**src/rtl/sscp_pkg.sv**
```systemverilog
// Shared types and constants for the serial send command parser.
// Used by the front end, the command queue, the back end and the top level.
package sscp_pkg;

  // Payload buffer depth and derived widths
  localparam int BUF_SIZE = 64;
  localparam int LEN_W    = $clog2(BUF_SIZE);
  localparam int SUM_W    = LEN_W + 4;

  // Command queue depth and derived widths
  localparam int Q_DEPTH  = 4;
  localparam int Q_AW     = $clog2(Q_DEPTH);
  localparam int Q_CW     = $clog2(Q_DEPTH + 1);

  // Character constants
  localparam logic [7:0] PORT_CHAR_RST = 8'd50;
  localparam logic [7:0] CH_ZERO       = 8'h30;
  localparam logic [7:0] CH_NINE       = 8'h39;
  localparam int         DEC_BASE      = 10;

  // Result event codes
  typedef enum logic [1:0] {
    EV_NONE = 2'd0,
    EV_PORT = 2'd1,
    EV_SIZE = 2'd2,
    EV_BYTE = 2'd3
  } ev_t;

  // One queued command: a single result, or a payload release of len bytes
  typedef struct packed {
    logic             drain;
    ev_t              ev;
    logic [7:0]       value;
    logic             hook;
    logic [LEN_W-1:0] len;
  } ssc_entry_t;

  // Status from back end to front end
  typedef struct packed {
    logic drain_done;
  } ssc_back_st_t;

endpackage

```
**src/rtl/serial_send_command_parser_core.sv**
```systemverilog
// Top level of the serial send command parser: front end, command queue,
// back end and payload buffer. Depends on sscp_pkg and all sscp_ modules.
//
//  Channel  Direction  Handshake            Payload
//  in_      slave      in_tvalid/in_tready  in_tdata: rx_char
//  out_     master     out_tvalid/tready    tdata: value, hook_active; tuser:
//                                           event_res; tlast: last
//  cfg_     write      cfg_wr_en            cfg_wr_data: port_char
//
// A byte that does not finish a payload is accepted every cycle while in_tready
// is high, and gives its result through a queue slot and then the output register.
// The final payload byte releases length results, each read in S_RD by the
// registered read of the payload buffer and loaded into the output register in S_LOAD.
// Payload bytes of the next command stall at in_tready until that release
// has read its last byte; all other bytes keep flowing while the queue has room.
// Reset (synchronous, active low) clears phase, counters, queue and port_char
// (back to '2'); the payload buffer is not cleared.
module serial_send_command_parser_core
  import sscp_pkg::*;
(
  input  logic        clk,
  input  logic        rst_n,
  input  logic        cfg_wr_en,
  input  logic [7:0]  cfg_wr_data,   // [7:0] port_char
  input  logic        in_tvalid,
  output logic        in_tready,
  input  logic [7:0]  in_tdata,      // [7:0] rx_char
  output logic        out_tvalid,
  input  logic        out_tready,
  output logic [15:0] out_tdata,     // [7:0] value, [8] hook_active, [15:9] zero
  output logic [1:0]  out_tuser,     // [1:0] event_res
  output logic        out_tlast
);

  logic             q_push, q_ready, q_pop, q_head_valid;
  ssc_entry_t       q_entry, q_head;
  logic             wr_en, rd_en;
  logic [LEN_W-1:0] wr_addr, rd_addr;
  logic [7:0]       wr_data, rd_data;
  ssc_back_st_t     back_st;
  ev_t              out_ev;
  logic [7:0]       out_value;
  logic             out_hook;

  sscp_front u_front (
    .clk         (clk),
    .rst_n       (rst_n),
    .cfg_wr_en   (cfg_wr_en),
    .cfg_wr_data (cfg_wr_data),
    .in_tvalid   (in_tvalid),
    .in_tready   (in_tready),
    .in_char     (in_tdata),
    .q_push      (q_push),
    .q_entry     (q_entry),
    .q_ready     (q_ready),
    .wr_en       (wr_en),
    .wr_addr     (wr_addr),
    .wr_data     (wr_data),
    .back_st     (back_st)
  );

  sscp_queue u_queue (
    .clk        (clk),
    .rst_n      (rst_n),
    .push       (q_push),
    .push_entry (q_entry),
    .push_ready (q_ready),
    .pop        (q_pop),
    .head       (q_head),
    .head_valid (q_head_valid)
  );

  sscp_ram #(
    .WIDTH (8),
    .DEPTH (BUF_SIZE)
  ) u_buf (
    .clk     (clk),
    .wr_en   (wr_en),
    .wr_addr (wr_addr),
    .wr_data (wr_data),
    .rd_en   (rd_en),
    .rd_addr (rd_addr),
    .rd_data (rd_data)
  );

  sscp_back u_back (
    .clk        (clk),
    .rst_n      (rst_n),
    .head       (q_head),
    .head_valid (q_head_valid),
    .pop        (q_pop),
    .rd_en      (rd_en),
    .rd_addr    (rd_addr),
    .rd_data    (rd_data),
    .back_st    (back_st),
    .out_valid  (out_tvalid),
    .out_ready  (out_tready),
    .out_ev     (out_ev),
    .out_value  (out_value),
    .out_last   (out_tlast),
    .out_hook   (out_hook)
  );

  // Pack result fields
  assign out_tdata = {7'd0, out_hook, out_value};
  assign out_tuser = out_ev;

endmodule

```
**src/rtl/sscp_ram.sv**
```systemverilog
// Generic single-write, single-read RAM with registered read data.
// No dependencies.
module sscp_ram #(
  parameter int WIDTH = 8,
  parameter int DEPTH = 64
) (
  input  logic                     clk,
  input  logic                     wr_en,
  input  logic [$clog2(DEPTH)-1:0] wr_addr,
  input  logic [WIDTH-1:0]         wr_data,
  input  logic                     rd_en,
  input  logic [$clog2(DEPTH)-1:0] rd_addr,
  output logic [WIDTH-1:0]         rd_data
);

  logic [WIDTH-1:0] mem [DEPTH];

  // Write port and registered read port
  always_ff @(posedge clk) begin
    if (wr_en) begin
      mem[wr_addr] <= wr_data;
    end
    if (rd_en) begin
      rd_data <= mem[rd_addr];
    end
  end

endmodule

```
**src/rtl/sscp_front.sv**
```systemverilog
// Front end: accepts command bytes, tracks the parse phase and length,
// writes payload bytes to the buffer and queues one command per byte.
// Depends on sscp_pkg.
module sscp_front
  import sscp_pkg::*;
(
  input  logic             clk,
  input  logic             rst_n,
  input  logic             cfg_wr_en,
  input  logic [7:0]       cfg_wr_data,
  input  logic             in_tvalid,
  output logic             in_tready,
  input  logic [7:0]       in_char,
  output logic             q_push,
  output ssc_entry_t       q_entry,
  input  logic             q_ready,
  output logic             wr_en,
  output logic [LEN_W-1:0] wr_addr,
  output logic [7:0]       wr_data,
  input  ssc_back_st_t     back_st
);

  typedef enum logic [1:0] {
    PH_IDLE = 2'd0,
    PH_LEN  = 2'd1,
    PH_DATA = 2'd2
  } phase_t;

  phase_t           phase_r, phase_nxt;
  logic [LEN_W-1:0] length_r, length_nxt;
  logic [LEN_W-1:0] rcv_cnt_r, rcv_cnt_nxt;
  logic [7:0]       port_char_r, port_char_nxt;
  logic             drain_pend_r, drain_pend_nxt;

  logic             accept;
  logic             is_digit;
  logic [3:0]       digit;
  logic [SUM_W-1:0] sum;
  logic [LEN_W:0]   cnt_inc;

  // Hold payload bytes back while an earlier payload is still being read out
  assign in_tready = q_ready && !((phase_r == PH_DATA) && drain_pend_r);
  assign accept    = in_tvalid && in_tready;
  assign q_push    = accept;

  assign is_digit = (in_char >= CH_ZERO) && (in_char <= CH_NINE);
  assign digit    = 4'(in_char - CH_ZERO);
  assign sum      = {{(SUM_W-LEN_W){1'b0}}, length_r} * SUM_W'(DEC_BASE)
                    + SUM_W'(digit);
  assign cnt_inc  = {1'b0, rcv_cnt_r} + (LEN_W+1)'(1);

  // Payload store write
  assign wr_en   = accept && (phase_r == PH_DATA);
  assign wr_addr = rcv_cnt_r;
  assign wr_data = in_char;

  // Parse one byte
  always_comb begin
    phase_nxt      = phase_r;
    length_nxt     = length_r;
    rcv_cnt_nxt    = rcv_cnt_r;
    port_char_nxt  = cfg_wr_en ? cfg_wr_data : port_char_r;
    drain_pend_nxt = drain_pend_r && !back_st.drain_done;
    q_entry        = '{drain: 1'b0, ev: EV_NONE, value: 8'd0, hook: 1'b1,
                       len: '0};
    case (phase_r)
      PH_LEN: begin
        if (is_digit) begin
          if (sum < SUM_W'(BUF_SIZE)) begin
            if (accept) length_nxt = LEN_W'(sum);
          end else begin
            q_entry.ev   = EV_SIZE;
            q_entry.hook = 1'b0;
            if (accept) phase_nxt = PH_IDLE;
          end
        end else if (length_r != '0) begin
          if (accept) begin
            rcv_cnt_nxt = '0;
            phase_nxt   = PH_DATA;
          end
        end else begin
          q_entry.hook = 1'b0;
          if (accept) phase_nxt = PH_IDLE;
        end
      end
      PH_DATA: begin
        if (cnt_inc >= {1'b0, length_r}) begin
          q_entry.drain = 1'b1;
          q_entry.ev    = EV_BYTE;
          q_entry.hook  = 1'b0;
          q_entry.len   = length_r;
          if (accept) begin
            phase_nxt      = PH_IDLE;
            drain_pend_nxt = 1'b1;
          end
        end
        if (accept) rcv_cnt_nxt = LEN_W'(cnt_inc);
      end
      default: begin
        // idle, and the unused phase code acts as idle
        if (in_char == port_char_r) begin
          if (accept) begin
            length_nxt = '0;
            phase_nxt  = PH_LEN;
          end
        end else begin
          q_entry.ev    = EV_PORT;
          q_entry.value = in_char;
          q_entry.hook  = 1'b0;
          if (accept) phase_nxt = PH_IDLE;
        end
      end
    endcase
  end

  // State registers
  always_ff @(posedge clk) begin
    if (!rst_n) begin
      phase_r      <= PH_IDLE;
      length_r     <= '0;
      rcv_cnt_r    <= '0;
      port_char_r  <= PORT_CHAR_RST;
      drain_pend_r <= 1'b0;
    end else begin
      phase_r      <= phase_nxt;
      length_r     <= length_nxt;
      rcv_cnt_r    <= rcv_cnt_nxt;
      port_char_r  <= port_char_nxt;
      drain_pend_r <= drain_pend_nxt;
    end
  end

  // The buffer is never written while a release is pending
  a_no_wr_in_drain: assert property (@(posedge clk) disable iff (!rst_n)
    wr_en |-> !drain_pend_r)
    else $error("payload write during pending release");

  // A queued release marks the buffer busy
  a_drain_sets_pend: assert property (@(posedge clk) disable iff (!rst_n)
    (q_push && q_entry.drain) |=> drain_pend_r)
    else $error("release queued without pending flag");

endmodule

```
**src/rtl/sscp_queue.sv**
```systemverilog
// Short command queue between the front and back ends.
// Depends on sscp_pkg.
module sscp_queue
  import sscp_pkg::*;
(
  input  logic       clk,
  input  logic       rst_n,
  input  logic       push,
  input  ssc_entry_t push_entry,
  output logic       push_ready,
  input  logic       pop,
  output ssc_entry_t head,
  output logic       head_valid
);

  ssc_entry_t      slot_r [Q_DEPTH];
  logic [Q_AW-1:0] wptr_r, wptr_nxt;
  logic [Q_AW-1:0] rptr_r, rptr_nxt;
  logic [Q_CW-1:0] count_r, count_nxt;
  logic            do_push, do_pop;

  assign push_ready = (count_r != Q_CW'(Q_DEPTH));
  assign head_valid = (count_r != '0);
  assign head       = slot_r[rptr_r];
  assign do_push    = push && push_ready;
  assign do_pop     = pop && head_valid;

  // Advance pointers and occupancy
  always_comb begin
    wptr_nxt  = do_push ? Q_AW'(wptr_r + Q_AW'(1)) : wptr_r;
    rptr_nxt  = do_pop  ? Q_AW'(rptr_r + Q_AW'(1)) : rptr_r;
    count_nxt = count_r;
    if (do_push && !do_pop) count_nxt = count_r + Q_CW'(1);
    if (do_pop && !do_push) count_nxt = count_r - Q_CW'(1);
  end

  always_ff @(posedge clk) begin
    if (!rst_n) begin
      wptr_r  <= '0;
      rptr_r  <= '0;
      count_r <= '0;
    end else begin
      wptr_r  <= wptr_nxt;
      rptr_r  <= rptr_nxt;
      count_r <= count_nxt;
    end
  end

  // Store entries
  always_ff @(posedge clk) begin
    if (do_push) begin
      slot_r[wptr_r] <= push_entry;
    end
  end

  a_count_range: assert property (@(posedge clk) disable iff (!rst_n)
    count_r <= Q_CW'(Q_DEPTH))
    else $error("queue occupancy out of range");

  a_ptr_gap: assert property (@(posedge clk) disable iff (!rst_n)
    (count_r == '0) |-> (wptr_r == rptr_r))
    else $error("empty queue with unequal pointers");

endmodule

```
**src/rtl/sscp_back.sv**
```systemverilog
// Back end: pops queued commands and drives the output register; a release
// command reads the payload buffer one byte at a time.
// Depends on sscp_pkg.
module sscp_back
  import sscp_pkg::*;
(
  input  logic             clk,
  input  logic             rst_n,
  input  ssc_entry_t       head,
  input  logic             head_valid,
  output logic             pop,
  output logic             rd_en,
  output logic [LEN_W-1:0] rd_addr,
  input  logic [7:0]       rd_data,
  output ssc_back_st_t     back_st,
  output logic             out_valid,
  input  logic             out_ready,
  output ev_t              out_ev,
  output logic [7:0]       out_value,
  output logic             out_last,
  output logic             out_hook
);

  typedef enum logic [1:0] {
    S_IDLE = 2'd0,
    S_RD   = 2'd1,
    S_LOAD = 2'd2
  } state_t;

  state_t           state_r, state_nxt;
  logic [LEN_W-1:0] cnt_r, cnt_nxt;
  logic [LEN_W-1:0] num_r, num_nxt;
  logic             out_valid_r, out_valid_nxt;
  ev_t              out_ev_r, out_ev_nxt;
  logic [7:0]       out_value_r, out_value_nxt;
  logic             out_last_r, out_last_nxt;
  logic             out_hook_r, out_hook_nxt;

  logic             out_free;
  logic             byte_last;

  assign out_free  = !out_valid_r || out_ready;
  assign byte_last = (({1'b0, cnt_r} + (LEN_W+1)'(1)) == {1'b0, num_r});
  assign rd_addr   = cnt_r;

  // Sequence commands and payload reads
  always_comb begin
    state_nxt          = state_r;
    cnt_nxt            = cnt_r;
    num_nxt            = num_r;
    pop                = 1'b0;
    rd_en              = 1'b0;
    back_st.drain_done = 1'b0;
    out_valid_nxt      = out_valid_r && !out_ready;
    out_ev_nxt         = out_ev_r;
    out_value_nxt      = out_value_r;
    out_last_nxt       = out_last_r;
    out_hook_nxt       = out_hook_r;
    case (state_r)
      S_IDLE: begin
        if (head_valid) begin
          if (head.drain) begin
            pop       = 1'b1;
            cnt_nxt   = '0;
            num_nxt   = head.len;
            state_nxt = S_RD;
          end else if (out_free) begin
            pop           = 1'b1;
            out_valid_nxt = 1'b1;
            out_ev_nxt    = head.ev;
            out_value_nxt = head.value;
            out_last_nxt  = 1'b1;
            out_hook_nxt  = head.hook;
          end
        end
      end
      S_RD: begin
        rd_en     = 1'b1;
        state_nxt = S_LOAD;
      end
      S_LOAD: begin
        if (out_free) begin
          out_valid_nxt = 1'b1;
          out_ev_nxt    = EV_BYTE;
          out_value_nxt = rd_data;
          out_last_nxt  = byte_last;
          out_hook_nxt  = 1'b0;
          if (byte_last) begin
            back_st.drain_done = 1'b1;
            state_nxt          = S_IDLE;
          end else begin
            cnt_nxt   = LEN_W'(cnt_r + LEN_W'(1));
            state_nxt = S_RD;
          end
        end
      end
      default: begin
        state_nxt = S_IDLE;
      end
    endcase
  end

  // State and output register
  always_ff @(posedge clk) begin
    if (!rst_n) begin
      state_r     <= S_IDLE;
      cnt_r       <= '0;
      num_r       <= '0;
      out_valid_r <= 1'b0;
      out_ev_r    <= EV_NONE;
      out_value_r <= 8'd0;
      out_last_r  <= 1'b0;
      out_hook_r  <= 1'b0;
    end else begin
      state_r     <= state_nxt;
      cnt_r       <= cnt_nxt;
      num_r       <= num_nxt;
      out_valid_r <= out_valid_nxt;
      out_ev_r    <= out_ev_nxt;
      out_value_r <= out_value_nxt;
      out_last_r  <= out_last_nxt;
      out_hook_r  <= out_hook_nxt;
    end
  end

  assign out_valid = out_valid_r;
  assign out_ev    = out_ev_r;
  assign out_value = out_value_r;
  assign out_last  = out_last_r;
  assign out_hook  = out_hook_r;

  // Buffer data is only consumed after a read was issued, held while the output is busy
  a_load_after_read: assert property (@(posedge clk) disable iff (!rst_n)
    (state_r == S_LOAD) |-> ($past(state_r) == S_RD || $past(state_r) == S_LOAD))
    else $error("load without preceding read");

  // The read index stays inside the released run
  a_cnt_in_run: assert property (@(posedge clk) disable iff (!rst_n)
    (state_r == S_RD || state_r == S_LOAD) |-> (cnt_r < num_r))
    else $error("payload read index beyond run length");

endmodule
```
**config.mk**
```make
export PLATFORM = sky130hd
export DESIGN_NAME = serial_send_command_parser_core
export DESIGN_NICKNAME = d
export VERILOG_FILES = /design/src/rtl/sscp_pkg.sv /design/src/rtl/serial_send_command_parser_core.sv /design/src/rtl/sscp_ram.sv /design/src/rtl/sscp_front.sv /design/src/rtl/sscp_queue.sv /design/src/rtl/sscp_back.sv
export SDC_FILE = /design/constraint.sdc
export NUM_CORES = 1
export LEC_CHECK = 0
export ABC_AREA = 1
export BUFFER_PORTS_ARGS = -buffer_cell sky130_fd_sc_hd__clkbuf_2
export CAP_MARGIN = 30
export CORE_ASPECT_RATIO = 1.2
export CORE_UTILIZATION = 47
export DETAILED_ROUTE_END_ITERATION = 16
export GPL_TIMING_DRIVEN = 0
export SYNTH_ARGS = -nofsm -noshare
export SYNTH_HDL_FRONTEND = slang
export SYNTH_SLANG_ARGS = --single-unit
```
**constraint.sdc**
```tcl
create_clock -name clk -period 3.4 [get_ports clk]
set_input_delay 0.34 -clock clk [delete_from_list [all_inputs] [get_ports clk]]
set_output_delay 0.34 -clock clk [all_outputs]
set_load 0.05 [all_outputs]
```
==> results of run 1 <==
how the worst max path moves through the flow:
stage / start / slack, ns / endpoint
6_report: u_front.phase_r[0] / -0.07 / u_buf.mem[37][0]
5_1_grt: u_front.phase_r[1] / -0.14 / u_buf.mem[5][4]
4_1_cts: u_front.phase_r[0] / -0.22 / u_buf.mem[46][4]
3_5_place_dp: u_front.phase_r[0] / -0.19 / u_buf.mem[46][4]
3_3_place_gp: in_tdata[2] / -0.56 / u_queue.slot_r[3][6]
2_1_floorplan: u_front.length_r[3] / 1.07 / u_front.length_r[3]
routing by layer:
| layer | global-route usage, % | vias up |
|---|---|---|
| met5 | 0 | - |
| met3 | 3.63 | 167 |
| met1 | 34.6 | 9545 |
| met4 | 11.3 | 0 |
| met2 | 46.9 | 894 |
| li1 | - | 8913 |
cell usage after synthesis (all sizes together):
master / instances
conb: 1
buf: 81
nand3b: 2
a21boi: 2
clkinv: 4
ha: 26
nand2: 419
a21oi: 44
o22ai: 142
xor2: 6
or2: 1
clkbuf: 63
nand3: 98
o211ai: 1
a41oi: 2
a31oi: 8
nor2: 449
xnor2: 1
nand4: 13
fa: 3
inv: 88
edfxtp: 592
dfxtp: 59
o21ai: 338
nor3: 2
kinds of logic (layout without fill, tap and decap cells):
group | count (synthesis) | count (layout)
adders and majority gates | 29 | 29
buffers and inverters | 236 | 411
other | 1 | 7
DFF | 651 | 651
and+or+nand+nor | 984 | 984
AOI/OAI and AO/OA | 537 | 537
xor gates and xnor gates | 7 | 7
stage by stage:
stage / total power [mW] / hold slack [ns]
global route: 19.7 / 0.0730
detailed placement: 11.5 / 0.468
CTS: 19.2 / 0.0107
finish: 19.1 / 0.0312
floorplan: 10.7 / 0.436
global placement: 11.5 / 0.456
area by class of cell:
class | instances | area [µm²] | area share (%)
multi-input cells | 1564 | 7390 | 23.7
plain buffers | 144 | 832 | 2.67
well taps | 735 | 920 | 2.95
clock inverters | 33 | 479 | 1.54
flip-flops and latches | 651 | 19000 | 60.7
repair buffers | 57 | 462 | 1.48
clock buffers | 85 | 1820 | 5.82
inverters | 92 | 358 | 1.15
registers in the layout, summed over array words and instances (netlist names), 3 cells and up, named ones only:
register / cells
u_back.out_value: 8
u_front.wr_addr: 6
u_buf.rd_data: 8
u_queue.count_r: 3
u_front.port_char_r: 8
u_back.num_r: 6
u_buf.mem: 512
u_back.rd_addr: 6
u_queue.slot_r: 72
u_front.length_r: 6
critical path, delay by kind of cell, from the launching register on:
| family | cells | cell delay, ns |
|---|---|---|
| and+or+nand+nor | 3 | 2.09 |
| buffers and inverters | 3 | 0.50 |
| DFF | 1 | 0.34 |
| adders and majority gates | 1 | 0.15 |
report_power, final:
| part | switching (mW) | internal [mW] |
|---|---|---|
| logic | 1.70 | 0.622 |
| registers | 0.102 | 8.97 |
| clock network | 3.05 | 4.70 |
| total | 4.86 | 14.3 |
what timing repair did:
| item | in CTS | in global routing |
|---|---|---|
| pin swaps | 1 | 2 |
| gates resized for setup | 9 | 20 |
| hold buffers | 5 | 0 |
| endpoints found under the hold margin | 5 | 0 |
| endpoints found under the setup margin | 155 | 236 |
| setup buffers | 3 | 4 |
==> impl_metrics.yaml, run 1 <==
critical_path:
  r2r_start: "u_front.phase_r[0]"
  worstSetupStartpointType: "register"
  worst_setup_path_end_kind: "register"
  slowest_delay_ns: 0.98
  worstRegToRegCells: 7
  worstPathArrival_ns: 3.69
  slowest_stage: "nor2_1"
  crit_top_cell: "inv_1"
  crit_type: "reg -> reg"
  required_ns: 3.62
  critPathMaxFanout: 10
  r2r-end: "u_buf.mem[37][0]"
  worstPathCellList: "inv_1 -> ha_1 -> buf_2 -> inv_1 -> nor3_1 -> nand3_1 -> nor2_1"
  rrSetupSlack_ns: -0.07
floorplanning:
  start_util_pct: 47.8
  die_area_mm2: 0.0593
  core.rowCount: 96
  fp.dieH_um: 267
  core_mm2: 0.0574
  num_io_pins: 42
  die_w_um: 223
drt:
  routed.top_layer: "met4"
  drt-total-wl_mm: 80.6
  antenna_left: 0
  num_vias: 19519
  met1_length_mm: 31.6
  viasPerCell: 5.81
  drt-initial-drc-count: 2287
  wl_per_cell_um: 24.0
  wl_met3_mm: 6.14
  drc: 0
  wl_met2_mm: 39.8
  firstDrtPassIters: 6
hold_path:
  hold_depth: 3
  holdPathEnd: "u_front.port_char_r[2]"
  hp-class: "in -> reg"
  min_from: "cfg_wr_data[2]"
yosys:
  synth_compound_area_share_pct: 10.6
  synth_top_area_cell: "edfxtp_1"
  synth_cells: 2445
  synth_top_area_share_pct: 64.8
  ys_types: 43
  ys_seq_area_share_pct: 69.1
  syn_area_mm2: 0.0274
  synthTopCellsByArea: "edfxtp_1, nor2_1, nand2_1, o21ai_0, dfxtp_1"
  yosys.area_share.simple_pct: 14.3
  synth_mux_area_share_pct: 0
  synthXorXnorAreaFrac_pct: 0.224
  synth_top_family_by_area: "simple AND/OR/NAND/NOR gates"
  synth_fa_ha_area_share_pct: 1.41
  yosysWarnings: 0
  ys_ff_latch: 651
  syn_area_per_cell_um2: 11.2
cts:
  tritoncts: "built"
  root_buffer: "clkbuf_16"
  clock_latency_ns: 0.60
  cts_max_level: 3
  clk_path_buf_depth: 3
  clock_sinks: 651
  cts_buffers: 66
  cts.reportedPaths.clkPinSlew_ns: 0.06
timing:
  rsz0062_at_grt: "true"
  setup_tns_ns: -0.786
  fmax_mhz: 288
  worst_pin_slew_ns: 1.02
  hold_viol_final: 0
  worst_slack_ns: -0.0689
  slew_viol_final: 0
  max_slew_margin_pct: 32.0
  setup_viol: 29
  fin_skew_ns: 0.0157
  min_period_ns: 3.47
  period_share_pct: 102
final_layout:
  design_area_mm2: 0.0312
  final-instance-count-excl-fill: 3361
  diodes: 0
  fillers: 4945
  layout_common_cells: "edfxtp_1, nand2_1, nor2_1, o21ai_0, o22ai_1"
  drive_gt1_share_pct: 10.5
  layout.nets: 2626
  final_common_cell: "edfxtp_1"
  post-route-util_pct: 54.4
  area_growth_pct: 13.8
placement:
  globalplace.congestion: 0.928
  dpl.hpwl_mm: 54.2
  placed_area_mm2: 0.0287
  dp_slack_ns: -0.191
  io_buffers: 33
  place_inst: 3231
grt:
  grt_pass1_vias: 19345
  grt_first_pass_wirelength_mm: 119
  grtUsageTotal_pct: 27.2
  grt_antenna_before_repair: 0
  grt_max_degree: 68
  grt_remaining_overflow: 0
power_and_ir_drop:
  power.leakage_nw: 11.1
  vdd_drop_max_v: 0.000441
  powerDensity_mw_per_mm2: 613
run:
  max-cap-violations: 0
run_status:
  status: "finished, violations left"
  violations: "setup timing"
No activity file was read; power rests on OpenSTA's default activity.
==> inputs of run 2 (changes only) <==
--- a/config.mk
+++ b/config.mk
@@ -14,4 +14,5 @@
 export GPL_TIMING_DRIVEN = 0
 export SYNTH_ARGS = -nofsm -noshare
 export SYNTH_HDL_FRONTEND = slang
+export SYNTH_HIERARCHICAL = 1
 export SYNTH_SLANG_ARGS = --single-unit
==> impl_metrics.yaml, run 2 <==
critical_path:
  rrSetupSlack_ns: 0.02
  path_delay_family: "simple AND/OR/NAND/NOR gates"
  slowest_delay_ns: 0.65
  crit_top_cell: "inv_1"
  worstSetupStartpointType: "register"
  worstPathArrival_ns: 3.61
  worstPathCellList: "inv_1 -> ha_1 -> a21oi_2 -> nand2_2 -> inv_2 -> nand2_1 -> inv_1 -> clkbuf_1 -> nand3_1 -> nor2_2"
  r2r_start: "u_front/phase_r[0]"
  critPathMaxFanout: 10
  worst_setup_path_end_kind: "register"
  required_ns: 3.63
  crit_type: "reg -> reg"
  slowest_stage: "nor2_2"
  cp_num_buf_inv: 4
  crit_start: "u_front/phase_r[0]"
placement:
  dpl.hpwl_mm: 55.8
  globalplace.congestion: 0.950
  io_buffers: 34
  placed_area_mm2: 0.0295
  place_inst: 3449
  dp_slack_ns: -0.0508
final_layout:
  layout_common_cells: "nand2_1, edfxtp_1, nand3_1, nor2_1, inv_1"
  area_growth_pct: 12.7
  final-instance-count-excl-fill: 3571
  top_register: "u_buf/mem"
  fillers: 5078
  design_area_mm2: 0.0318
  drive_gt1_share_pct: 13.3
  diodes: 0
  top_regs: "u_buf/mem x512, u_queue/slot_r x72"
  largest_reg_flops: 512
  layout.nets: 2780
  post-route-util_pct: 54.0
  final_common_cell: "nand2_1"
hold_path:
  hp-class: "in -> reg"
  min_from: "cfg_wr_data[3]"
cts:
  clock_latency_ns: 0.60
  root_buffer: "clkbuf_16"
  tritoncts: "built"
  cts_max_level: 3
  cts.reportedPaths.clkPinSlew_ns: 0.06
  clk_path_buf_depth: 3
  clock_sinks: 651
  cts_buffers: 68
timing:
  hold_viol_final: 0
  rsz0062_at_grt: "true"
  worst_pin_slew_ns: 0.978
  fmax_mhz: 296
  max_slew_margin_pct: 34.8
  worst_slack_ns: 0.0180
  min_period_ns: 3.38
  setup_viol: 0
  hold_ws_ns: 0.0428
  period_share_pct: 99.5
  setup_tns_ns: 0
  slew_viol_final: 0
  fin_skew_ns: 0.0190
floorplanning:
  fp.dieH_um: 270
  core.rowCount: 97
  start_util_pct: 47.9
  die_area_mm2: 0.0610
  die_w_um: 226
  num_io_pins: 42
  core_mm2: 0.0589
power_and_ir_drop:
  power_mw: 18.9
  power.leakage_nw: 11.8
  vdd_drop_max_v: 0.000344
  powerDensity_mw_per_mm2: 594
yosys:
  synth_edf_count: 592
  synthTopCellsByArea: "edfxtp_1, nand2_1, nand3_1, dfxtp_1, nor2_1"
  synthFlopType: "edfxtp_1"
  ys_ff_latch: 651
  async_flop_share_pct: 0
  synth_top_area_cell: "edfxtp_1"
  synth_top_area_share_pct: 63.1
  syn_area_mm2: 0.0282
  yosysMostFrequentCell: "nand2_1"
  synth_cells: 2611
  synth_common_cells: "nand2_1, edfxtp_1, nand3_1"
  yosysWarnings: 6
  ys_types: 46
  ys_seq_area_share_pct: 67.3
  syn_area_per_cell_um2: 10.8
run_status:
  status: "finished clean"
grt:
  grt_first_pass_wirelength_mm: 120
  grt_pass1_vias: 19098
  grt_antenna_before_repair: 1
  grtUsageTotal_pct: 27.2
  grt_max_degree: 65
  grt_remaining_overflow: 0
run:
  max-cap-violations: 0
drt:
  antenna_left: 0
  num_vias: 20009
  viasPerCell: 5.60
  firstDrtPassIters: 6
  drt-initial-drc-count: 1923
  wl_per_cell_um: 23.1
  drt-total-wl_mm: 82.6
  drc: 0
[run 2: changes by cell type after synthesis, sizes merged, moves of 2 or more]
cell	delta
nand2	+384
nand3	+378
nor2	-258
o21ai	-255
o22ai	-124
buf	+53
clkbuf	-52
inv	+32
nor3	+10
a211oi	+3
xor2	-3
a41oi	-2
xnor2	+2
[run 2: worst reg2reg max path: stages, from the launching register on]
cell and delay [ns]:
dfxtp_1 0.38, inv_1 0.06, ha_1 0.22, a21oi_2 0.20, nand2_2 0.14, inv_2 0.17, nand2_1 0.07, inv_1 0.13
clkbuf_1 0.38, nand3_1 0.60, nor2_2 0.65
[run 2: metal layers]
layer / share of wire (%) / routed length, µm / global-route usage, % / up-vias
met5: 0.011 / 9 / 0 / -
met4: 4.5 / 3710 / 13.3 / 2
met3: 7.1 / 5860 / 3.39 / 178
met2: 50 / 41000 / 46.1 / 852
met1: 39 / 32000 / 34.3 / 9735
li1: - / - / - / 9242
[run 2: repair_timing]
item / in CTS / in global routing
endpoints found under the hold margin: 3 / 0
resized for setup: 4 / 37
gates cloned: 0 / 0
buffers inserted: 0 / 0
setup endpoints to repair: 25 / 328
hold buffers: 3 / 0
[run 2: cell families after synthesis]
group           count (synthesis)  synth area share [%]
simple gates                 1496                  22.8
flops                         651                  67.3
buf+inv                       268                  5.23
compound gates                160                  3.13
fa+ha+maj                      29                  1.37
xor+xnor                        6                 0.186
other cells                     1                0.0133
[run 2: cell type report]
type	count	area (µm²)	share of cell area, %
Tap cell	792	991	3.12
Inverter	123	472	1.48
Timing Repair Buffer	43	275	0.866
Sequential cell	651	19000	59.7
Clock buffer	84	1860	5.84
Clock inverter	35	334	1.05
Buffer	145	1000	3.16
Multi-Input combinational cell	1698	7890	24.8
[run 2: where the power goes]
group	internal (mW)	switching (mW)
Sequential	9.01	0.116
Clock	4.33	3.01
Combinational	0.681	1.74
Total	14.0	4.86
[run 2: final timing paths]
kind                       endpoint  cells after the start
max reg2reg        u_buf/mem[35][5]                     10
min          u_front/port_char_r[3]                      3
max                u_buf/mem[35][5]                     10
min reg2reg  u_front/port_char_r[6]                      2
